**src/kbst_pkg.sv**
```systemverilog
// ============================================================================
// kbst_pkg
// Shared types and constants for the keyed best score table: table sizing,
// operation codes, the stored entry layout, the result layout and the
// command and status groups between the controller and the datapath.
// ============================================================================
package kbst_pkg;

    // Table sizing
    localparam int TABLE_DEPTH = 64;
    localparam int IDX_W       = $clog2(TABLE_DEPTH);
    localparam int CNT_W       = $clog2(TABLE_DEPTH + 1);

    // Field widths
    localparam int KEY_W  = 32;
    localparam int RAW_W  = 8;
    localparam int INC_W  = 4;
    localparam int COST_W = 4;
    localparam int PEN_W  = RAW_W;
    localparam int NET_W  = 10;
    localparam int TOPN_W = 9;
    localparam int SCR_W  = 9;

    localparam logic [COST_W-1:0] COST_RESET = 4'd2;

    // Operation codes
    typedef logic [1:0] t_kind;
    localparam t_kind KIND_UPDATE = 2'd0;
    localparam t_kind KIND_LOOKUP = 2'd1;
    localparam t_kind KIND_CLEAR  = 2'd2;

    // One stored table entry
    typedef struct packed {
        logic              info;
        logic [INC_W-1:0]  cnt;
        logic [NET_W-1:0]  net;
        logic [RAW_W-1:0]  raw;
        logic [KEY_W-1:0]  key;
    } t_entry;

    localparam int ENTRY_W = $bits(t_entry);

    // One result beat, found in the lowest bit
    typedef struct packed {
        logic              pad;
        logic              table_full;
        logic [KEY_W-1:0]  best_net_id;
        logic [TOPN_W-1:0] best_net;
        logic [KEY_W-1:0]  best_id;
        logic [RAW_W-1:0]  best_score;
        logic              stored_new_info;
        logic [NET_W-1:0]  stored_net;
        logic [SCR_W-1:0]  stored_score;
        logic              found;
    } t_result;

    localparam int RES_W = $bits(t_result);

    // Controller states
    typedef enum logic [1:0] {
        ST_IDLE,
        ST_SCAN,
        ST_ACT
    } t_state;

    // Controller to datapath
    typedef struct packed {
        logic start;
        logic scan;
        logic act;
    } t_cmd;

    // Datapath to controller
    typedef struct packed {
        logic is_clear;
        logic hit;
        logic miss;
        logic out_free;
    } t_status;

endpackage

```
**src/kbst_ram.sv**
```systemverilog
// ============================================================================
// kbst_ram
// Generic simple dual-port RAM: one write port, one read port with the
// read data registered.
// ============================================================================
module kbst_ram #(
    parameter int WIDTH = 8,
    parameter int DEPTH = 64
) (
    input  logic                     i_clk,
    input  logic                     i_we,
    input  logic [$clog2(DEPTH)-1:0] i_waddr,
    input  logic [WIDTH-1:0]         i_wdata,
    input  logic [$clog2(DEPTH)-1:0] i_raddr,
    output logic [WIDTH-1:0]         o_rdata
);

    logic [WIDTH-1:0] r_mem [DEPTH];
    logic [WIDTH-1:0] r_rdata;

    // Write and registered read
    always_ff @(posedge i_clk) begin
        if (i_we) begin
            r_mem[i_waddr] <= i_wdata;
        end
        r_rdata <= r_mem[i_raddr];
    end

    assign o_rdata = r_rdata;

endmodule

```
**src/kbst_ctrl.sv**
```systemverilog
// ============================================================================
// kbst_ctrl
// Sequencer for the score table: takes one item, runs the key scan, then
// applies the operation once the result register is free.
// ============================================================================
module kbst_ctrl
    import kbst_pkg::*;
(
    input  logic    i_clk,
    input  logic    i_rst_n,
    input  logic    i_in_valid,
    input  t_status i_status,
    output logic    o_in_ready,
    output t_cmd    o_cmd
);

    t_state r_state;
    t_state n_state;

    // State register
    always_ff @(posedge i_clk) begin
        if (!i_rst_n) begin
            r_state <= ST_IDLE;
        end else begin
            r_state <= n_state;
        end
    end

    // Next state and commands
    always_comb begin
        n_state    = r_state;
        o_cmd      = '0;
        o_in_ready = 1'b0;
        unique case (r_state)
            ST_IDLE: begin
                o_in_ready = 1'b1;
                if (i_in_valid) begin
                    o_cmd.start = 1'b1;
                    n_state     = ST_SCAN;
                end
            end
            ST_SCAN: begin
                if (i_status.is_clear || i_status.hit || i_status.miss) begin
                    n_state = ST_ACT;
                end else begin
                    o_cmd.scan = 1'b1;
                end
                // capture hit data in the same cycle the match is seen
                if (i_status.hit) begin
                    o_cmd.scan = 1'b1;
                end
            end
            ST_ACT: begin
                if (i_status.out_free) begin
                    o_cmd.act = 1'b1;
                    n_state   = ST_IDLE;
                end
            end
            default: begin
                n_state = ST_IDLE;
            end
        endcase
    end

endmodule

```
**src/kbst_dp.sv**
```systemverilog
// ============================================================================
// kbst_dp
// Datapath of the score table: item registers, entry RAM, pipelined key
// scan, net score and best tracking, and the result register.
// ============================================================================
module kbst_dp
    import kbst_pkg::*;
(
    input  logic              i_clk,
    input  logic              i_rst_n,
    input  t_cmd              i_cmd,
    input  t_kind             i_kind,
    input  logic [KEY_W-1:0]  i_key,
    input  logic [RAW_W-1:0]  i_raw,
    input  logic [INC_W-1:0]  i_inc,
    input  logic              i_info,
    input  logic              i_cfg_we,
    input  logic [COST_W-1:0] i_cfg_wdata,
    input  logic              i_out_ready,
    output t_status           o_status,
    output logic              o_out_valid,
    output t_result           o_out
);

    // Item registers
    t_kind             r_kind;
    logic [KEY_W-1:0]  r_key;
    logic [RAW_W-1:0]  r_raw;
    logic [INC_W-1:0]  r_inc;
    logic              r_info;

    // Configuration and table state
    logic [COST_W-1:0] r_cost;
    logic [CNT_W-1:0]  r_count;
    logic [RAW_W-1:0]  r_top_raw;
    logic [KEY_W-1:0]  r_top_raw_key;
    logic [TOPN_W-1:0] r_top_net;
    logic [KEY_W-1:0]  r_top_net_key;

    // Scan state
    logic [CNT_W-1:0]  r_rd_idx;
    logic              r_pend;
    logic [IDX_W-1:0]  r_pend_idx;
    logic              r_found;
    logic [IDX_W-1:0]  r_hit_idx;
    logic [RAW_W-1:0]  r_ent_raw;
    logic [NET_W-1:0]  r_ent_net;
    logic              r_ent_info;

    // Result register
    logic              r_out_vld;
    t_result           r_out;
    t_result           n_out;

    t_entry            w_rd_ent;
    t_entry            w_wr_ent;
    logic              w_hit;
    logic              w_more;
    logic [PEN_W-1:0]  w_pen;
    logic [NET_W-1:0]  w_net;
    logic              w_is_upd;
    logic              w_is_clr;
    logic              w_room;
    logic              w_better;
    logic              w_wr;
    logic              w_drop;
    logic [IDX_W-1:0]  w_widx;
    logic [RAW_W-1:0]  n_top_raw;
    logic [KEY_W-1:0]  n_top_raw_key;
    logic [TOPN_W-1:0] n_top_net;
    logic [KEY_W-1:0]  n_top_net_key;

    // Entry store
    kbst_ram #(
        .WIDTH (ENTRY_W),
        .DEPTH (TABLE_DEPTH)
    ) u_ram (
        .i_clk   (i_clk),
        .i_we    (w_wr && i_cmd.act),
        .i_waddr (w_widx),
        .i_wdata (w_wr_ent),
        .i_raddr (r_rd_idx[IDX_W-1:0]),
        .o_rdata (w_rd_ent)
    );

    // Scan compare on the entry read in the previous cycle
    assign w_hit  = r_pend && (w_rd_ent.key == r_key);
    assign w_more = r_rd_idx < r_count;

    // Net score and write decision
    assign w_pen    = PEN_W'(r_cost) * PEN_W'(r_inc);
    assign w_net    = {2'b00, r_raw} - {2'b00, w_pen};
    assign w_is_clr = (r_kind == KIND_CLEAR);
    assign w_is_upd = (r_kind == KIND_UPDATE);
    assign w_room   = r_count < CNT_W'(TABLE_DEPTH);
    assign w_better = $signed(w_net) > $signed(r_ent_net);
    assign w_wr     = w_is_upd && (r_found ? w_better : w_room);
    assign w_drop   = w_is_upd && !r_found && !w_room;
    assign w_widx   = r_found ? r_hit_idx : r_count[IDX_W-1:0];

    assign w_wr_ent.key  = r_key;
    assign w_wr_ent.raw  = r_raw;
    assign w_wr_ent.net  = w_net;
    assign w_wr_ent.cnt  = r_inc;
    assign w_wr_ent.info = r_info;

    // Best values after this item
    always_comb begin
        n_top_raw     = r_top_raw;
        n_top_raw_key = r_top_raw_key;
        n_top_net     = r_top_net;
        n_top_net_key = r_top_net_key;
        if (w_is_clr) begin
            n_top_raw     = '0;
            n_top_raw_key = '0;
            n_top_net     = '0;
            n_top_net_key = '0;
        end else if (w_wr) begin
            if (r_raw > r_top_raw) begin
                n_top_raw     = r_raw;
                n_top_raw_key = r_key;
            end
            if ($signed(w_net) > $signed({1'b0, r_top_net})) begin
                n_top_net     = w_net[TOPN_W-1:0];
                n_top_net_key = r_key;
            end
        end
    end

    // Assemble the result beat
    always_comb begin
        n_out             = '0;
        n_out.found       = r_found && !w_is_clr;
        n_out.best_score  = n_top_raw;
        n_out.best_id     = n_top_raw_key;
        n_out.best_net    = n_top_net;
        n_out.best_net_id = n_top_net_key;
        n_out.table_full  = w_drop;
        if (w_is_clr) begin
            n_out.stored_score = '1;
            n_out.stored_net   = '1;
        end else if (w_wr) begin
            n_out.stored_score    = {1'b0, r_raw};
            n_out.stored_net      = w_net;
            n_out.stored_new_info = r_info;
        end else if (r_found) begin
            n_out.stored_score    = {1'b0, r_ent_raw};
            n_out.stored_net      = r_ent_net;
            n_out.stored_new_info = r_ent_info;
        end else begin
            n_out.stored_score = '1;
            n_out.stored_net   = '1;
        end
    end

    // Latch the item and run the scan
    always_ff @(posedge i_clk) begin
        if (i_cmd.start) begin
            r_kind   <= i_kind;
            r_key    <= i_key;
            r_raw    <= i_raw;
            r_inc    <= i_inc;
            r_info   <= i_info;
            r_rd_idx <= '0;
            r_pend   <= 1'b0;
            r_found  <= 1'b0;
        end else if (i_cmd.scan) begin
            if (w_hit) begin
                r_found    <= 1'b1;
                r_hit_idx  <= r_pend_idx;
                r_ent_raw  <= w_rd_ent.raw;
                r_ent_net  <= w_rd_ent.net;
                r_ent_info <= w_rd_ent.info;
                r_pend     <= 1'b0;
            end else if (w_more) begin
                r_pend     <= 1'b1;
                r_pend_idx <= r_rd_idx[IDX_W-1:0];
                r_rd_idx   <= r_rd_idx + CNT_W'(1);
            end else begin
                r_pend <= 1'b0;
            end
        end
    end

    // Table state, configuration and result valid
    always_ff @(posedge i_clk) begin
        if (!i_rst_n) begin
            r_cost        <= COST_RESET;
            r_count       <= '0;
            r_top_raw     <= '0;
            r_top_raw_key <= '0;
            r_top_net     <= '0;
            r_top_net_key <= '0;
            r_out_vld     <= 1'b0;
        end else begin
            if (i_cfg_we) begin
                r_cost <= i_cfg_wdata;
            end
            if (i_cmd.act) begin
                r_top_raw     <= n_top_raw;
                r_top_raw_key <= n_top_raw_key;
                r_top_net     <= n_top_net;
                r_top_net_key <= n_top_net_key;
                if (w_is_clr) begin
                    r_count <= '0;
                end else if (w_wr && !r_found) begin
                    r_count <= r_count + CNT_W'(1);
                end
            end
            if (i_cmd.act) begin
                r_out_vld <= 1'b1;
            end else if (i_out_ready) begin
                r_out_vld <= 1'b0;
            end
        end
    end

    // Hold the result beat until taken
    always_ff @(posedge i_clk) begin
        if (i_cmd.act) begin
            r_out <= n_out;
        end
    end

    assign o_status.is_clear = w_is_clr;
    assign o_status.hit      = w_hit;
    assign o_status.miss     = !w_hit && !r_pend && !w_more;
    assign o_status.out_free = !r_out_vld || i_out_ready;

    assign o_out_valid = r_out_vld;
    assign o_out       = r_out;

endmodule

```
**src/keyed_best_score_table_core.sv**
```systemverilog
// ============================================================================
// keyed_best_score_table_core
// Keyed table of candidate scores with running best raw and net scores.
// ============================================================================
// Scan: an update or lookup that misses reads all N entries of the table, one
//   entry key per cycle; a match at entry k (from 0) ends the scan there; a
//   clear or an empty table skips the scan.
// Flow: the next input beat is taken in the cycle after the result is loaded,
//   so only one item is in flight at a time; the result is loaded only once
//   the result register no longer holds an untaken beat.
// Reset: synchronous, active low; empties the table, zeroes the bests and
//   sets the cost to 2. The entry RAM itself is not cleared.
module keyed_best_score_table_core
    import kbst_pkg::*;
(
    input  logic         i_clk,
    input  logic         i_rst_n,
    // Input stream
    input  logic         i_s_axis_tvalid,
    output logic         o_s_axis_tready,
    input  logic [47:0]  i_s_axis_tdata,  // record_id, raw_score, inconsistencies,
                                          // new_info, zero pad
    input  logic [1:0]   i_s_axis_tuser,  // kind
    // Result stream
    output logic         o_m_axis_tvalid,
    input  logic         i_m_axis_tready,
    output logic [103:0] o_m_axis_tdata,  // found, stored_score, stored_net,
                                          // stored_new_info, best_score, best_id,
                                          // best_net, best_net_id, table_full, pad
    // Configuration
    input  logic         i_cfg_we,
    input  logic [3:0]   i_cfg_wdata      // inconsistency_cost
);

    t_cmd    w_cmd;
    t_status w_status;
    logic    w_in_ready;
    t_result w_out;

    // Sequencer
    kbst_ctrl u_ctrl (
        .i_clk      (i_clk),
        .i_rst_n    (i_rst_n),
        .i_in_valid (i_s_axis_tvalid),
        .i_status   (w_status),
        .o_in_ready (w_in_ready),
        .o_cmd      (w_cmd)
    );

    // Datapath
    kbst_dp u_dp (
        .i_clk       (i_clk),
        .i_rst_n     (i_rst_n),
        .i_cmd       (w_cmd),
        .i_kind      (i_s_axis_tuser),
        .i_key       (i_s_axis_tdata[31:0]),
        .i_raw       (i_s_axis_tdata[39:32]),
        .i_inc       (i_s_axis_tdata[43:40]),
        .i_info      (i_s_axis_tdata[44]),
        .i_cfg_we    (i_cfg_we),
        .i_cfg_wdata (i_cfg_wdata),
        .i_out_ready (i_m_axis_tready),
        .o_status    (w_status),
        .o_out_valid (o_m_axis_tvalid),
        .o_out       (w_out)
    );

    assign o_s_axis_tready = w_in_ready;
    assign o_m_axis_tdata  = w_out;

endmodule
```
**config.mk**
```make
export PLATFORM = sky130hd
export DESIGN_NAME = keyed_best_score_table_core
export DESIGN_NICKNAME = d
export VERILOG_FILES = /design/src/kbst_pkg.sv /design/src/kbst_ram.sv /design/src/kbst_ctrl.sv /design/src/kbst_dp.sv /design/src/keyed_best_score_table_core.sv
export SDC_FILE = /design/constraint.sdc
export NUM_CORES = 2
export LEC_CHECK = 0
export ABC_CLOCK_PERIOD_IN_PS = 12800
export BUFFER_PORTS_ARGS = -buffer_cell sky130_fd_sc_hd__buf_2
export CAP_MARGIN = 0
export CELL_PAD_IN_SITES_DETAIL_PLACEMENT = 0
export CELL_PAD_IN_SITES_GLOBAL_PLACEMENT = 1
export CORE_UTILIZATION = 56
export DETAILED_ROUTE_END_ITERATION = 16
export PLACE_DENSITY = 0.78
export REMOVE_ABC_BUFFERS = 1
export SLEW_MARGIN = 20
export SYNTH_ARGS = -nofsm -noshare
export SYNTH_HDL_FRONTEND = slang
export SYNTH_SLANG_ARGS = --single-unit
```
**constraint.sdc**
```tcl
create_clock -name i_clk -period 12.8 [get_ports i_clk]
set_input_delay 2.56 -clock i_clk [delete_from_list [all_inputs] [get_ports i_clk]]
set_output_delay 2.56 -clock i_clk [all_outputs]
set_load 0.05 [all_outputs]
```
==> metrics <==
Synth area leader=edfxtp_1; endpoints failing setup=0; Nets=6276; R2R Path End=u_dp.u_ram.r_mem[27][25]; FF-to-FF setup slack=3.90 ns; Leak=46.7 nW; max-capacitance violation count=0; post-synth top area share=75.1%; r2r startpoint=u_dp.r_inc[1]; Synth area leaders=edfxtp_1, mux4_2, dfxtp_1; DR vias/cell=6.74; DR vias=64800; clock power share=42.4%; yosys warns=0; gr ovfl total=0; CP Capture Type=register; Int Power=0.0192 W; gp weighted congestion=0.842; Die Area=0.243 mm²; antenna viol nets, final=0; Clk Latency, worst-skew pair=0.98 ns; Routed wire per std cell=36.7 µm; Tmin final=8.90 ns; CTS max path bufs=4; post-synth design cell area=0.135 mm²; Initial Utilization=56.6%; post-synthesis sequential area ratio=77.4%; antenna violations before repair=15; status=finished clean; Critical Path RT=13.34 ns; commonest non-fill, non-tap cell in the layout=edfxtp_1; PortBufs=160; GR Util All Layers=29.3%; Seq pwr share=53.6%; worst setup margin=3.90 ns; clock-pin slew on the worst setup and hold paths=0.06 ns; row cnt=179; Max-slew headroom=20.8%; pwr dens=160 mW/mm²; Design Power=0.0243 W; Hold Vio Cnt, Final=0; critical path launch point type=register; Net Sw Power=0.00512 W; CP arrival=9.44 ns; DRC violations left=0; Core Region=0.239 mm²; worst-path fanout max=69; syn avg cell area=23.5 µm²; clock skew=0.0747 ns; Yosys reg bits=3533; vias in the first global route=64600; pre-CTS WS=4.10 ns; DP HPWL=187 mm; Die Span X=493 µm; switching portion of total power=21.0%; Final period util=69.5%; hold crit path type=reg -> reg; RSZ-0062 raised after global routing=false; Worst Tran Pin Value=1.19 ns; Main synth FF type=edfxtp_1; Chip Height=493 µm; WS Path Type=reg -> reg; VDD IR max=145 µV; Initial DRT Pass Iterations=5; fmax=112 MHz; DR iter-0 viols=9701; max-slew violations=0; CTS tree=done; postcts setup bufs=0; CTS buffer count=360; Post-Syn Instances=5754; cts hold-fix bufs=0; CTS H-tree lvls=5; share of cells above drive strength 1=31.1%; PostCTS Resize Cnt=0; final wirelength=353 mm; most frequent cells in the layout=edfxtp_1, mux4_2, clkbuf_16; crit path to=u_dp.u_ram.r_mem[27][25]; area grow syn2layout=12.7%; Fin Hold WS=0.404 ns; Worst R2R Path Depth=20; ys async rst share=0%; Post-synth EDFFs=3379; CTS Sinks=3533; Root Buffer=clkbuf_16; Gate power share=4.0%; first-pass GRT wire length=491 mm; Setup crit start=u_dp.r_inc[1]; largest net degree at the start of global routing=161; io pins=165; unique cell type count in the Yosys netlist=53
[worst min-delay path by stage]
stage                            from                 to  depth (start not counted)
6_report       u_dp.u_ram.o_rdata[45]  u_dp.r_ent_net[5]                          0
5_1_grt        u_dp.u_ram.o_rdata[40]  u_dp.r_ent_net[0]                          0
4_1_cts        u_dp.u_ram.o_rdata[54]    u_dp.r_ent_info                          0
3_5_place_dp   u_dp.u_ram.o_rdata[38]  u_dp.r_ent_raw[6]                          0
3_3_place_gp   u_dp.u_ram.o_rdata[38]  u_dp.r_ent_raw[6]                          0
2_1_floorplan  u_dp.u_ram.o_rdata[54]    u_dp.r_ent_info                          0
[flip-flops by register name, summed over array words and instances, names as in the netlist, 2 cells and up]
register / cells
u_dp.u_ram.r_mem: 3200
u_dp.o_out: 102
u_dp.u_ram.o_rdata: 50
u_dp.r_key: 32
u_dp.r_top_net_key: 32
u_dp.r_top_raw_key: 32
u_dp.r_ent_net: 9
u_dp.r_top_net: 9
u_dp.r_ent_raw: 8
u_dp.r_raw: 8
u_dp.r_top_raw: 8
u_dp.r_count: 7
u_dp.r_rd_idx: 7
u_dp.r_hit_idx: 6
u_dp.r_pend_idx: 6
u_dp.r_cost: 4
u_dp.r_inc: 4
u_ctrl.r_state: 2
u_dp.r_kind: 2
[final cells by class]
type / count / area (µm²)
Multi-Input combinational cell: 1847 / 29600
Inverter: 68 / 263
Clock inverter: 155 / 1580
Clock buffer: 486 / 9900
Sequential cell: 3533 / 105000
Tap cell: 3167 / 3960
Timing Repair Buffer: 347 / 2290
Antenna cell: 11 / 27.5
Fill cell: 15400 / 86500
[cells by family (layout without fill, tap and decap cells)]
group	Yosys count	count (layout)	share of synthesized area, %
flops	3533	3533	77.4
mux	1139	1139	18.2
simple gates	437	437	1.48
buf+inv	374	1056	1.13
compound gates	165	165	0.917
fa+ha+maj	60	60	0.606
xor+xnor	45	45	0.292
other cells	1	12	0.00278
[per-layer routing]
metal	vias to the layer above	wire [µm]	part of all wire, %	track usage (%)
met5	-	27	0.0077	0
met3	697	38300	11	6.78
met2	4050	171000	48	46.3
li1	25300	-	-	-
met4	4	15600	4.4	12.0
met1	34700	128000	36	40.1
[power by group through the flow]
stage / sequential (W) / combinational, W / clock (W)
floorplan: 0.0134 / 0.000429 / 0
finish: 0.0130 / 0.000974 / 0.0103
CTS: 0.0130 / 0.000956 / 0.0104
detailed placement: 0.0133 / 0.000952 / 0
global placement: 0.0133 / 0.000905 / 0
global route: 0.0130 / 0.00102 / 0.0108
[worst max-delay path: stages, from the launching register on]
cell	delay [ns]
edfxtp_1	0.42
and2_1	0.20
fa_1	0.47
ha_1	0.30
fa_1	0.49
inv_1	0.04
ha_1	0.33
a21boi_0	0.48
o31a_1	0.27
mux2i_1	0.24
nand2_2	0.10
buf_4	0.33
ha_1	0.42
nand2_1	0.05
and4b_1	0.20
a32o_1	0.24
nor4_2	0.45
buf_4	0.44
nand3_1	0.89
nor2_4	1.01
buf_4	0.96
[through the flow]
stage	std cells	util [%]	instance area, µm²	setup TNS (ns)
floorplan	5448	-	134000	-1479.03
finish	9614	63.8	152000	0
global placement	8961	58.9	141000	0
detailed placement	8961	58.9	141000	0
global route	9608	63.7	152000	0
CTS	9602	63.7	152000	0
[synth_stat cells, types with 4 or more instances]
cell	instances
edfxtp_1	3379
mux4_2	1050
clkbuf_1	202
nor2_1	185
dfxtp_1	154
mux2i_1	89
buf_2	83
nand2_1	77
inv_1	67
nand3_1	56
ha_1	51
nand4_1	48
a22o_1	42
o211ai_1	42
xor2_1	31
a21oi_1	18
and2_1	17
buf_1	17
nor3_1	16
xnor2_1	14
nor4_1	13
nor2b_1	11
o21ai_0	10
a31oi_1	9
fa_1	9
nand2b_1	7
o21a_1	6
a21boi_0	5
a21o_1	5
o32ai_1	4
Power figures use the tool's default switching activity.
